--- config.mk ---
export PLATFORM = sky130hd
export DESIGN_NAME = slice_list_buffer_chunker
export DESIGN_NICKNAME = d
export VERILOG_FILES = /design/src/sv/slb_pkg.sv /design/src/sv/slice_list_buffer_chunker.sv /design/src/sv/slb_table_ram.sv /design/src/sv/slb_walker.sv
export SDC_FILE = /design/constraint.sdc
export NUM_CORES = 2
export LEC_CHECK = 0
export BUFFER_PORTS_ARGS = -buffer_cell sky130_fd_sc_hd__clkbuf_2
export CELL_PAD_IN_SITES_DETAIL_PLACEMENT = 0
export CELL_PAD_IN_SITES_GLOBAL_PLACEMENT = 2
export CORE_MARGIN = 3
export CORE_UTILIZATION = 47
export DETAILED_ROUTE_END_ITERATION = 8
export PLACE_DENSITY = 0.86
export SYNTH_ARGS = -nofsm -noshare
export SYNTH_HDL_FRONTEND = slang
export SYNTH_HIERARCHICAL = 1
export SYNTH_SLANG_ARGS = --single-unit
export TNS_END_PERCENT = 5
--- constraint.sdc ---
create_clock -name clock -period 19.7 [get_ports clock]
set_clock_uncertainty 0.1 [all_clocks]
set_input_delay 5.91 -clock clock [delete_from_list [all_inputs] [get_ports clock]]
set_output_delay 5.91 -clock clock [all_outputs]
set_load 0.01 [all_outputs]
--- src/sv/slb_pkg.sv ---
// Shared types and constants of the slice list buffer chunker.
// Used by slb_table_ram, slb_walker and slice_list_buffer_chunker.
`default_nettype none
package slb_pkg;

   localparam int MAX_SLICES  = 32;
   localparam int SLICE_IDX_W = $clog2(MAX_SLICES);
   localparam int SLICE_CNT_W = $clog2(MAX_SLICES + 1);
   localparam int POS_W       = 48;
   localparam int LEN_W       = 32;
   localparam int PIECE_LIMIT = 32;
   localparam int PIECE_CNT_W = $clog2(PIECE_LIMIT + 1);

   localparam logic [LEN_W-1:0] BUFFER_ELEMENTS_RESET = LEN_W'(1048576);

   localparam int CSR_IDX_W = 1;
   localparam logic [CSR_IDX_W-1:0] CSR_BUFFER_ELEMENTS = 1'd0;
   localparam logic [CSR_IDX_W-1:0] CSR_FILE_EXTENT     = 1'd1;

   localparam logic [1:0] ACT_CLEAR   = 2'd0;
   localparam logic [1:0] ACT_APPEND  = 2'd1;
   localparam logic [1:0] ACT_REQUEST = 2'd2;

   typedef enum logic [1:0] {
      STATUS_OK      = 2'd0,
      STATUS_END     = 2'd1,
      STATUS_INVALID = 2'd2,
      STATUS_FULL    = 2'd3
   } status_type;

   typedef enum logic [2:0] {
      S_IDLE,
      S_READ,
      S_LEFT,
      S_TAKE,
      S_FINISH
   } walk_state_type;

   typedef struct packed {
      logic [LEN_W-1:0] buffer_elements;
      logic [POS_W-1:0] file_extent;
   } cfg_type;

   typedef struct packed {
      logic [POS_W-1:0] start;
      logic [POS_W-1:0] count;
   } entry_type;

endpackage
`default_nettype wire

--- src/sv/slice_list_buffer_chunker.sv ---
// Top level of the slice list buffer chunker: configuration registers and wiring.
// Depends on slb_pkg, slb_table_ram and slb_walker.
//
// Commands arrive on the req_ channel (valid/ready): clear the slice table, append a
// slice, or request the pieces of the next buffer. Results leave on the rsp_ channel
// (valid/ready); each command yields one or more result transfers and the final one
// carries rsp_last. The csr_ port writes buffer_elements (index 0) and file_extent
// (index 1); the user must write them only while the block is idle, which the block
// itself does not enforce. A clear, an append or an unused action code gives its
// single result through S_FINISH. A next-buffer request steps through S_READ
// (memory read), S_LEFT (remaining length) and S_TAKE (cut at the buffer size) for
// each slice it visits, since every slice is read from the table memory; the final
// piece leaves through S_FINISH. At most 32 pieces are produced per request. One
// command is in work at a time. A result register and a one-piece hold stage
// separate the walk from the receiver: while the receiver stalls, the walk stops
// only when both are occupied. Reset clears the table length, the cursor, the
// remaining count and the result register; buffer_elements returns to 1048576 and
// file_extent to zero. The table memory needs no clearing pass.
`default_nettype none
module slice_list_buffer_chunker (
   input  wire logic                                clock,
   input  wire logic                                reset,
   input  wire logic                                req_valid,
   output logic                                     req_ready,
   input  wire logic [1:0]                          req_action,
   input  wire logic [slb_pkg::POS_W-1:0]           req_slice_start,
   input  wire logic [slb_pkg::POS_W-1:0]           req_slice_count,
   output logic                                     rsp_valid,
   input  wire logic                                rsp_ready,
   output logic [1:0]                               rsp_status,
   output logic [slb_pkg::POS_W-1:0]                rsp_piece_start,
   output logic [slb_pkg::LEN_W-1:0]                rsp_piece_count,
   output logic [slb_pkg::LEN_W-1:0]                rsp_buffer_total,
   output logic                                     rsp_last,
   input  wire logic                                csr_write_en,
   input  wire logic [slb_pkg::CSR_IDX_W-1:0]       csr_index,
   input  wire logic [slb_pkg::POS_W-1:0]           csr_write_data
);

   slb_pkg::cfg_type   cfg_ff, cfg_in;
   logic                              ram_wr_en;
   logic [slb_pkg::SLICE_IDX_W-1:0]   ram_wr_addr;
   slb_pkg::entry_type                ram_wr_data;
   logic                              ram_rd_en;
   logic [slb_pkg::SLICE_IDX_W-1:0]   ram_rd_addr;
   slb_pkg::entry_type                ram_rd_data;

   always_comb begin
      cfg_in = cfg_ff;
      if (csr_write_en) begin
         unique case (csr_index)
            slb_pkg::CSR_BUFFER_ELEMENTS: begin
               cfg_in.buffer_elements = csr_write_data[slb_pkg::LEN_W-1:0];
            end
            slb_pkg::CSR_FILE_EXTENT: begin
               cfg_in.file_extent = csr_write_data;
            end
            default: begin
               cfg_in = cfg_ff;
            end
         endcase
      end
   end

   always_ff @(posedge clock) begin
      if (reset) begin
         cfg_ff.buffer_elements <= slb_pkg::BUFFER_ELEMENTS_RESET;
         cfg_ff.file_extent     <= '0;
      end else begin
         cfg_ff <= cfg_in;
      end
   end

   slb_table_ram u_table (
      .clock   (clock),
      .wr_en   (ram_wr_en),
      .wr_addr (ram_wr_addr),
      .wr_data (ram_wr_data),
      .rd_en   (ram_rd_en),
      .rd_addr (ram_rd_addr),
      .rd_data (ram_rd_data)
   );

   slb_walker u_walker (
      .clock            (clock),
      .reset            (reset),
      .cfg              (cfg_ff),
      .req_valid        (req_valid),
      .req_ready        (req_ready),
      .req_action       (req_action),
      .req_slice_start  (req_slice_start),
      .req_slice_count  (req_slice_count),
      .rsp_valid        (rsp_valid),
      .rsp_ready        (rsp_ready),
      .rsp_status       (rsp_status),
      .rsp_piece_start  (rsp_piece_start),
      .rsp_piece_count  (rsp_piece_count),
      .rsp_buffer_total (rsp_buffer_total),
      .rsp_last         (rsp_last),
      .ram_wr_en        (ram_wr_en),
      .ram_wr_addr      (ram_wr_addr),
      .ram_wr_data      (ram_wr_data),
      .ram_rd_en        (ram_rd_en),
      .ram_rd_addr      (ram_rd_addr),
      .ram_rd_data      (ram_rd_data)
   );

endmodule
`default_nettype wire

--- src/sv/slb_table_ram.sv ---
// Slice table memory: one write port and one read port with registered data.
// Depends on slb_pkg for depth and entry layout.
`default_nettype none
module slb_table_ram (
   input  wire logic                            clock,
   input  wire logic                            wr_en,
   input  wire logic [slb_pkg::SLICE_IDX_W-1:0] wr_addr,
   input  wire slb_pkg::entry_type              wr_data,
   input  wire logic                            rd_en,
   input  wire logic [slb_pkg::SLICE_IDX_W-1:0] rd_addr,
   output slb_pkg::entry_type                   rd_data
);

   slb_pkg::entry_type mem [slb_pkg::MAX_SLICES];
   slb_pkg::entry_type rd_data_ff;

   always_ff @(posedge clock) begin
      if (wr_en) begin
         mem[wr_addr] <= wr_data;
      end
      if (rd_en) begin
         rd_data_ff <= mem[rd_addr];
      end
   end

   assign rd_data = rd_data_ff;

endmodule
`default_nettype wire

--- src/sv/slb_walker.sv ---
// Command sequencer: table bookkeeping, buffer walk and the result register.
// Depends on slb_pkg; drives the slice table memory slb_table_ram.
`default_nettype none
module slb_walker (
   input  wire logic                            clock,
   input  wire logic                            reset,
   input  wire slb_pkg::cfg_type                cfg,
   input  wire logic                            req_valid,
   output logic                                 req_ready,
   input  wire logic [1:0]                      req_action,
   input  wire logic [slb_pkg::POS_W-1:0]       req_slice_start,
   input  wire logic [slb_pkg::POS_W-1:0]       req_slice_count,
   output logic                                 rsp_valid,
   input  wire logic                            rsp_ready,
   output logic [1:0]                           rsp_status,
   output logic [slb_pkg::POS_W-1:0]            rsp_piece_start,
   output logic [slb_pkg::LEN_W-1:0]            rsp_piece_count,
   output logic [slb_pkg::LEN_W-1:0]            rsp_buffer_total,
   output logic                                 rsp_last,
   output logic                                 ram_wr_en,
   output logic [slb_pkg::SLICE_IDX_W-1:0]      ram_wr_addr,
   output slb_pkg::entry_type                   ram_wr_data,
   output logic                                 ram_rd_en,
   output logic [slb_pkg::SLICE_IDX_W-1:0]      ram_rd_addr,
   input  wire slb_pkg::entry_type              ram_rd_data
);

   localparam int PW = slb_pkg::POS_W;
   localparam int LW = slb_pkg::LEN_W;
   localparam int CW = slb_pkg::SLICE_CNT_W;
   localparam int NW = slb_pkg::PIECE_CNT_W;

   slb_pkg::walk_state_type state_ff, state_in;
   logic [CW-1:0]  held_ff, held_in;
   logic [CW-1:0]  cursor_ff, cursor_in;
   logic [PW-1:0]  offset_ff, offset_in;
   logic [PW-1:0]  remaining_ff, remaining_in;
   logic [PW-1:0]  last_start_ff, last_start_in;
   logic [PW:0]    last_end_ff, last_end_in;
   logic [LW-1:0]  room_ff, room_in;
   logic [LW-1:0]  total_ff, total_in;
   logic [NW-1:0]  npieces_ff, npieces_in;
   logic [PW-1:0]  left_ff, left_in;
   logic [PW-1:0]  pstart_ff, pstart_in;
   logic           pend_valid_ff, pend_valid_in;
   slb_pkg::status_type pend_status_ff, pend_status_in;
   logic [PW-1:0]  pend_start_ff, pend_start_in;
   logic [LW-1:0]  pend_count_ff, pend_count_in;
   logic [LW-1:0]  pend_total_ff, pend_total_in;
   logic           rsp_valid_ff, rsp_valid_in;
   logic [1:0]     rsp_status_ff, rsp_status_in;
   logic [PW-1:0]  rsp_start_ff, rsp_start_in;
   logic [LW-1:0]  rsp_count_ff, rsp_count_in;
   logic [LW-1:0]  rsp_total_ff, rsp_total_in;
   logic           rsp_last_ff, rsp_last_in;

   logic           out_free;
   logic           accept;
   logic [PW:0]    slice_end;
   logic [PW:0]    rem_sum;
   logic [LW-1:0]  buf_size;
   logic [PW-1:0]  room_ext;
   logic [PW-1:0]  take_wide;
   logic [LW-1:0]  take;
   logic           take_nz;
   logic           take_all;
   logic [LW-1:0]  room_after;
   logic [NW-1:0]  npieces_next;
   logic           stall;

   assign out_free  = !rsp_valid_ff || rsp_ready;
   assign req_ready = (state_ff == slb_pkg::S_IDLE);
   assign accept    = req_valid && req_ready;

   assign slice_end = {1'b0, req_slice_start} + {1'b0, req_slice_count};
   assign rem_sum   = {1'b0, remaining_ff} + {1'b0, req_slice_count};
   assign buf_size  = (cfg.buffer_elements == '0) ? LW'(1) : cfg.buffer_elements;

   assign room_ext     = {{(PW-LW){1'b0}}, room_ff};
   assign take_wide    = (left_ff < room_ext) ? left_ff : room_ext;
   assign take         = take_wide[LW-1:0];
   assign take_nz      = (take != '0);
   assign take_all     = (take_wide == left_ff);
   assign room_after   = room_ff - take;
   assign npieces_next = npieces_ff + NW'(take_nz);
   assign stall        = take_nz && pend_valid_ff && !out_free;

   assign ram_wr_addr = held_ff[slb_pkg::SLICE_IDX_W-1:0];
   assign ram_wr_data = '{start: req_slice_start, count: req_slice_count};
   assign ram_rd_addr = cursor_ff[slb_pkg::SLICE_IDX_W-1:0];

   always_comb begin
      state_in       = state_ff;
      held_in        = held_ff;
      cursor_in      = cursor_ff;
      offset_in      = offset_ff;
      remaining_in   = remaining_ff;
      last_start_in  = last_start_ff;
      last_end_in    = last_end_ff;
      room_in        = room_ff;
      total_in       = total_ff;
      npieces_in     = npieces_ff;
      left_in        = left_ff;
      pstart_in      = pstart_ff;
      pend_valid_in  = pend_valid_ff;
      pend_status_in = pend_status_ff;
      pend_start_in  = pend_start_ff;
      pend_count_in  = pend_count_ff;
      pend_total_in  = pend_total_ff;
      rsp_valid_in   = rsp_valid_ff && !rsp_ready;
      rsp_status_in  = rsp_status_ff;
      rsp_start_in   = rsp_start_ff;
      rsp_count_in   = rsp_count_ff;
      rsp_total_in   = rsp_total_ff;
      rsp_last_in    = rsp_last_ff;
      ram_wr_en      = 1'b0;
      ram_rd_en      = 1'b0;

      unique case (state_ff)
         slb_pkg::S_IDLE: begin
            if (accept) begin
               pend_start_in = '0;
               pend_count_in = '0;
               pend_total_in = '0;
               unique case (req_action)
                  slb_pkg::ACT_CLEAR: begin
                     held_in        = '0;
                     cursor_in      = '0;
                     offset_in      = '0;
                     remaining_in   = '0;
                     pend_valid_in  = 1'b1;
                     pend_status_in = slb_pkg::STATUS_OK;
                     state_in       = slb_pkg::S_FINISH;
                  end
                  slb_pkg::ACT_APPEND: begin
                     pend_valid_in = 1'b1;
                     state_in      = slb_pkg::S_FINISH;
                     if (held_ff >= CW'(slb_pkg::MAX_SLICES)) begin
                        pend_status_in = slb_pkg::STATUS_FULL;
                     end else if (slice_end > {1'b0, cfg.file_extent}) begin
                        pend_status_in = slb_pkg::STATUS_INVALID;
                     end else if (held_ff != '0 && (req_slice_start < last_start_ff ||
                                  last_end_ff > {1'b0, req_slice_start})) begin
                        pend_status_in = slb_pkg::STATUS_INVALID;
                     end else begin
                        pend_status_in = slb_pkg::STATUS_OK;
                        ram_wr_en      = 1'b1;
                        held_in        = held_ff + CW'(1);
                        last_start_in  = req_slice_start;
                        last_end_in    = slice_end;
                        remaining_in   = rem_sum[PW] ? '1 : rem_sum[PW-1:0];
                     end
                  end
                  slb_pkg::ACT_REQUEST: begin
                     pend_valid_in = 1'b0;
                     total_in      = '0;
                     npieces_in    = '0;
                     if (remaining_ff == '0) begin
                        state_in = slb_pkg::S_FINISH;
                     end else begin
                        room_in  = (remaining_ff < {{(PW-LW){1'b0}}, buf_size})
                                   ? remaining_ff[LW-1:0] : buf_size;
                        state_in = slb_pkg::S_READ;
                     end
                  end
                  default: begin
                     pend_valid_in  = 1'b1;
                     pend_status_in = slb_pkg::STATUS_OK;
                     state_in       = slb_pkg::S_FINISH;
                  end
               endcase
            end
         end
         slb_pkg::S_READ: begin
            if (cursor_ff >= held_ff) begin
               remaining_in = '0;
               state_in     = slb_pkg::S_FINISH;
            end else begin
               ram_rd_en = 1'b1;
               state_in  = slb_pkg::S_LEFT;
            end
         end
         slb_pkg::S_LEFT: begin
            left_in   = (ram_rd_data.count > offset_ff) ? ram_rd_data.count - offset_ff : '0;
            pstart_in = ram_rd_data.start + offset_ff;
            state_in  = slb_pkg::S_TAKE;
         end
         slb_pkg::S_TAKE: begin
            if (!stall) begin
               if (take_nz) begin
                  if (pend_valid_ff) begin
                     rsp_valid_in  = 1'b1;
                     rsp_status_in = pend_status_ff;
                     rsp_start_in  = pend_start_ff;
                     rsp_count_in  = pend_count_ff;
                     rsp_total_in  = pend_total_ff;
                     rsp_last_in   = 1'b0;
                  end
                  pend_valid_in  = 1'b1;
                  pend_status_in = slb_pkg::STATUS_OK;
                  pend_start_in  = pstart_ff;
                  pend_count_in  = take;
                  pend_total_in  = total_ff + take;
                  total_in       = total_ff + take;
               end
               if (take_all) begin
                  offset_in = '0;
                  cursor_in = cursor_ff + CW'(1);
               end else begin
                  offset_in = offset_ff + {{(PW-LW){1'b0}}, take};
               end
               room_in      = room_after;
               remaining_in = remaining_ff - {{(PW-LW){1'b0}}, take};
               npieces_in   = npieces_next;
               if (room_after == '0 || npieces_next == NW'(slb_pkg::PIECE_LIMIT)) begin
                  state_in = slb_pkg::S_FINISH;
               end else begin
                  state_in = slb_pkg::S_READ;
               end
            end
         end
         slb_pkg::S_FINISH: begin
            if (out_free) begin
               rsp_valid_in  = 1'b1;
               rsp_last_in   = 1'b1;
               if (pend_valid_ff) begin
                  rsp_status_in = pend_status_ff;
                  rsp_start_in  = pend_start_ff;
                  rsp_count_in  = pend_count_ff;
                  rsp_total_in  = pend_total_ff;
               end else begin
                  rsp_status_in = slb_pkg::STATUS_END;
                  rsp_start_in  = '0;
                  rsp_count_in  = '0;
                  rsp_total_in  = '0;
               end
               pend_valid_in = 1'b0;
               state_in      = slb_pkg::S_IDLE;
            end
         end
         default: begin
            state_in = slb_pkg::S_IDLE;
         end
      endcase
   end

   always_ff @(posedge clock) begin
      if (reset) begin
         state_ff      <= slb_pkg::S_IDLE;
         held_ff       <= '0;
         cursor_ff     <= '0;
         offset_ff     <= '0;
         remaining_ff  <= '0;
         pend_valid_ff <= 1'b0;
         rsp_valid_ff  <= 1'b0;
      end else begin
         state_ff      <= state_in;
         held_ff       <= held_in;
         cursor_ff     <= cursor_in;
         offset_ff     <= offset_in;
         remaining_ff  <= remaining_in;
         pend_valid_ff <= pend_valid_in;
         rsp_valid_ff  <= rsp_valid_in;
      end
   end

   always_ff @(posedge clock) begin
      last_start_ff  <= last_start_in;
      last_end_ff    <= last_end_in;
      room_ff        <= room_in;
      total_ff       <= total_in;
      npieces_ff     <= npieces_in;
      left_ff        <= left_in;
      pstart_ff      <= pstart_in;
      pend_status_ff <= pend_status_in;
      pend_start_ff  <= pend_start_in;
      pend_count_ff  <= pend_count_in;
      pend_total_ff  <= pend_total_in;
      rsp_status_ff  <= rsp_status_in;
      rsp_start_ff   <= rsp_start_in;
      rsp_count_ff   <= rsp_count_in;
      rsp_total_ff   <= rsp_total_in;
      rsp_last_ff    <= rsp_last_in;
   end

   assign rsp_valid        = rsp_valid_ff;
   assign rsp_status       = rsp_status_ff;
   assign rsp_piece_start  = rsp_start_ff;
   assign rsp_piece_count  = rsp_count_ff;
   assign rsp_buffer_total = rsp_total_ff;
   assign rsp_last         = rsp_last_ff;

endmodule
`default_nettype wire
==> results.ini <==
[placement]
dp_slack_ps = 3460
place_congestion = 0.963
place_area_mm2 = 0.176
dp_hpwl_mm = 364
io_buffers = 268

[worst_hold_path]
hold_path_class = register to register
whs_path_depth = 2

[critical_path]
timing.rr.start = u_walker/last_start_ff[43]
start_kind = input pin
path_buf_inv = 2
critPathKind = input pin to register
reg2reg_depth = 14
worst_r2r_endpoint = u_table/mem[2][88]
cp.arrival_ps = 16090
endpoint = u_table/mem[2][88]
slowest_delay_ps = 1250
r2r_setup_slack_ps = 11660
critPathLaunch = req_slice_count[0]
path_depth = 28
crit_family = compound AO/OA/AOI/OAI gates
path_common_cell = a21o_1
cp.required_ps = 20120
cpMaxStageDelayCell = nor2_4
end_kind = register
worstPathMaxFanout = 31

[sta]
whs_ps = 379
period_share_pct = 79.5
setup_ws_ps = 4030
grt_setup_unrepaired = no
slew_headroom_pct = 10.5
max_freq_mhz = 63.8
hold_violations = 0
worst_slew_pin_slew_ps = 1340
post-route-min-period_ps = 15670
slew_violations = 0
setup_violations = 0
tns_ps = 0

[layout]
final_nets = 11900
final_cell_area_mm2 = 0.189
syn2layout_area_growth_pct = 12.0
drive_gt1_share_pct = 14.6
layout.area.seq_mm2 = 0.114
num-fill-cells = 28700
multi_input_area_mm2 = 0.0510

[synth]
syn_area_mm2 = 0.169
avgSynthCellArea_um2 = 15.6
synthTopCellsByArea = edfxtp_1, mux2i_1, mux4_2
ys_types = 114
syn_inst = 10800
syn-num-nets = 11500
yosys_most_used_dff = edfxtp_1
synth.most_common_cell = edfxtp_1
ys_seq_elements = 3853
netlist_top_cells_count = edfxtp_1, mux2i_1, ha_1
yosys_warnings = 6
synthArstFlopShare_pct = 0
seq_area_frac_synth_pct = 67.4
synth_top_area_share_pct = 65.1
synth_edf_count = 3660
synth_top_cell_by_area = edfxtp_1

[floorplanning]
die_h_um = 605
ios = 269
die_w_um = 605
fp-row-count = 219
start_util_pct = 47.3
core_mm2 = 0.357
die-area_mm2 = 0.367

[routing]
drcViolationCount = 0
wl_per_cell_um = 33.9
via_count = 103000
routed_via_density = 6.28
drtIter0Drc = 13000
antenna_left = 0
wl_mm = 556
firstDrtPassIters = 6

[clock_network]
cts_buffers = 390
cts_num_sinks = 3853
insertion_delay_ps = 1000
path_clk_slew_ps = 60
post_cts_resized = 0
ctsLongestPathBuffers = 4
clockRootBuffer = clkbuf_16
postCtsSetupBuffers = 0
holdBufCountCts = 0
cts.htree.levels = 5
cts_tree = done

[global_route]
grt.overflow.total = 0
grt_first_pass_wirelength_mm = 771
grt_max_degree = 141
antenna_found_initial = 90
grt_pass1_vias = 99500
grt_util_all_layers_pct = 29.9

[job]
cap_viol_max_count = 0

[pwr]
p_per_area_mw_per_mm2 = 93.2
p_leak_uw = 0.0627
peakVddDrop_mv = 0.0771

[status]
outcome = completed

[report_power, final]
| group | switching (uW) | internal [uW] | total, uW |
|---|---|---|---|
| Sequential | 60.7 | 9040 | 9100 |
| Clock | 3230 | 4160 | 7390 |
| Combinational | 762 | 360 | 1120 |
[cell families after synthesis]
logic type | share of synthesized area (%)
multiplexers | 10.3
AO/OA/AOI/OAI | 8.29
AND/OR/NAND/NOR | 5.70
buffers and inverters | 2.69
XOR/XNOR | 1.58
adder cells (fa/ha/maj) | 4.04
flip-flops | 67.4
[metal layers]
layer / vias to the layer above / global-route usage [%] / wire length [um]
li1: 43400 / - / -
met1: 53000 / 40.9 / 220000
met5: - / 0 / 103
met3: 962 / 5.64 / 52100
met2: 5550 / 46.5 / 255000
met4: 16 / 13.9 / 29100
[worst min path at each step]
| stage | slack, ps | from | to |
|---|---|---|---|
| floorplan | 350 | cfg_ff[28] | cfg_ff[28] |
| global placement | 360 | cfg_ff[12] | cfg_ff[12] |
| detailed placement | 370 | cfg_ff[28] | cfg_ff[28] |
| CTS | 380 | cfg_ff[18] | cfg_ff[18] |
| global route | 400 | cfg_ff[18] | cfg_ff[18] |
| finish | 380 | cfg_ff[28] | cfg_ff[28] |
[cells in the final DEF, fill, tap and decap left out, types with 35 or more instances in the layout]
cell	netlist	routed
edfxtp_1	3660	3660
mux2i_1	878	878
ha_1	533	533
a22oi_1	520	520
a21oi_1	455	454
inv_1	397	397
clkbuf_16	0	392
mux4_2	384	384
nor2_1	417	373
nand3_1	288	288
clkbuf_2	2	267
buf_4	141	250
nand2_1	230	229
a21o_1	219	219
o21ai_0	212	211
dfxtp_1	193	187
nor2b_1	186	175
xnor2_1	169	169
diode_2	0	155
nand2b_1	142	142
nand4_1	138	138
xor2_1	135	135
and3_1	102	101
nor3_1	102	100
a31oi_1	99	99
clkinv_2	0	75
clkinv_1	0	73
clkbuf_1	236	64
a211oi_1	62	62
a22o_1	59	59
nor4_1	59	58
o21bai_1	49	49
o21a_1	49	49
and2_1	52	46
nor2_4	0	41
or3_1	41	41
bufinv_16	0	35
[tightest hold or removal path, cell delays in order (launching register included)]
cell	delay (ps)
dfxtp_1	310
nand2b_1	60
mux2i_1	60
[final cells by class]
cell class | count | area share, %
sequential | 3853 | 60.2
antenna | 155 | 0.205
tap | 4751 | 3.14
multi-input combinational | 5981 | 27.0
timing repair buffer | 542 | 1.96
clock inverter | 250 | 1.38
clock buffer | 461 | 5.35
inverter | 397 | 0.788
[sequential cells by signal, summed over array words and instances (netlist names), 2 cells and up]
| name | cells |
|---|---|
| u_walker/npieces_ff | 6 |
| u_walker/cursor_ff | 6 |
| u_walker/pend_count_ff | 32 |
| u_walker/rsp_status | 2 |
| u_table/rd_data | 96 |
| u_walker/last_start_ff | 48 |
| u_walker/pend_status_ff | 2 |
| u_walker/rsp_piece_count | 32 |
| u_walker/offset_ff | 48 |
| u_walker/total_ff | 32 |
| u_walker/state_ff | 3 |
| u_table/mem | 3072 |
| u_walker/left_ff | 48 |
| u_walker/remaining_ff | 48 |
| u_walker/pend_total_ff | 32 |
| u_walker/pend_start_ff | 48 |
| u_walker/rsp_piece_start | 48 |
| cfg_ff | 80 |
| u_walker/room_ff | 32 |
| u_walker/held_ff | 6 |
| u_walker/pstart_ff | 48 |
| u_walker/last_end_ff | 49 |
| u_walker/rsp_buffer_total | 32 |
[metrics by stage]
| step | utilization [%] | total power (uW) | cells |
|---|---|---|---|
| after floorplan | - | 9950 | 10800 |
| after global placement | 49.3 | 10400 | 15500 |
| after detailed placement | 49.3 | 10400 | 15500 |
| after CTS | 52.9 | 17700 | 16200 |
| after global routing | 53.0 | 18100 | 16400 |
| final | 53.0 | 17600 | 16400 |
Power figures use the tool's default switching activity.
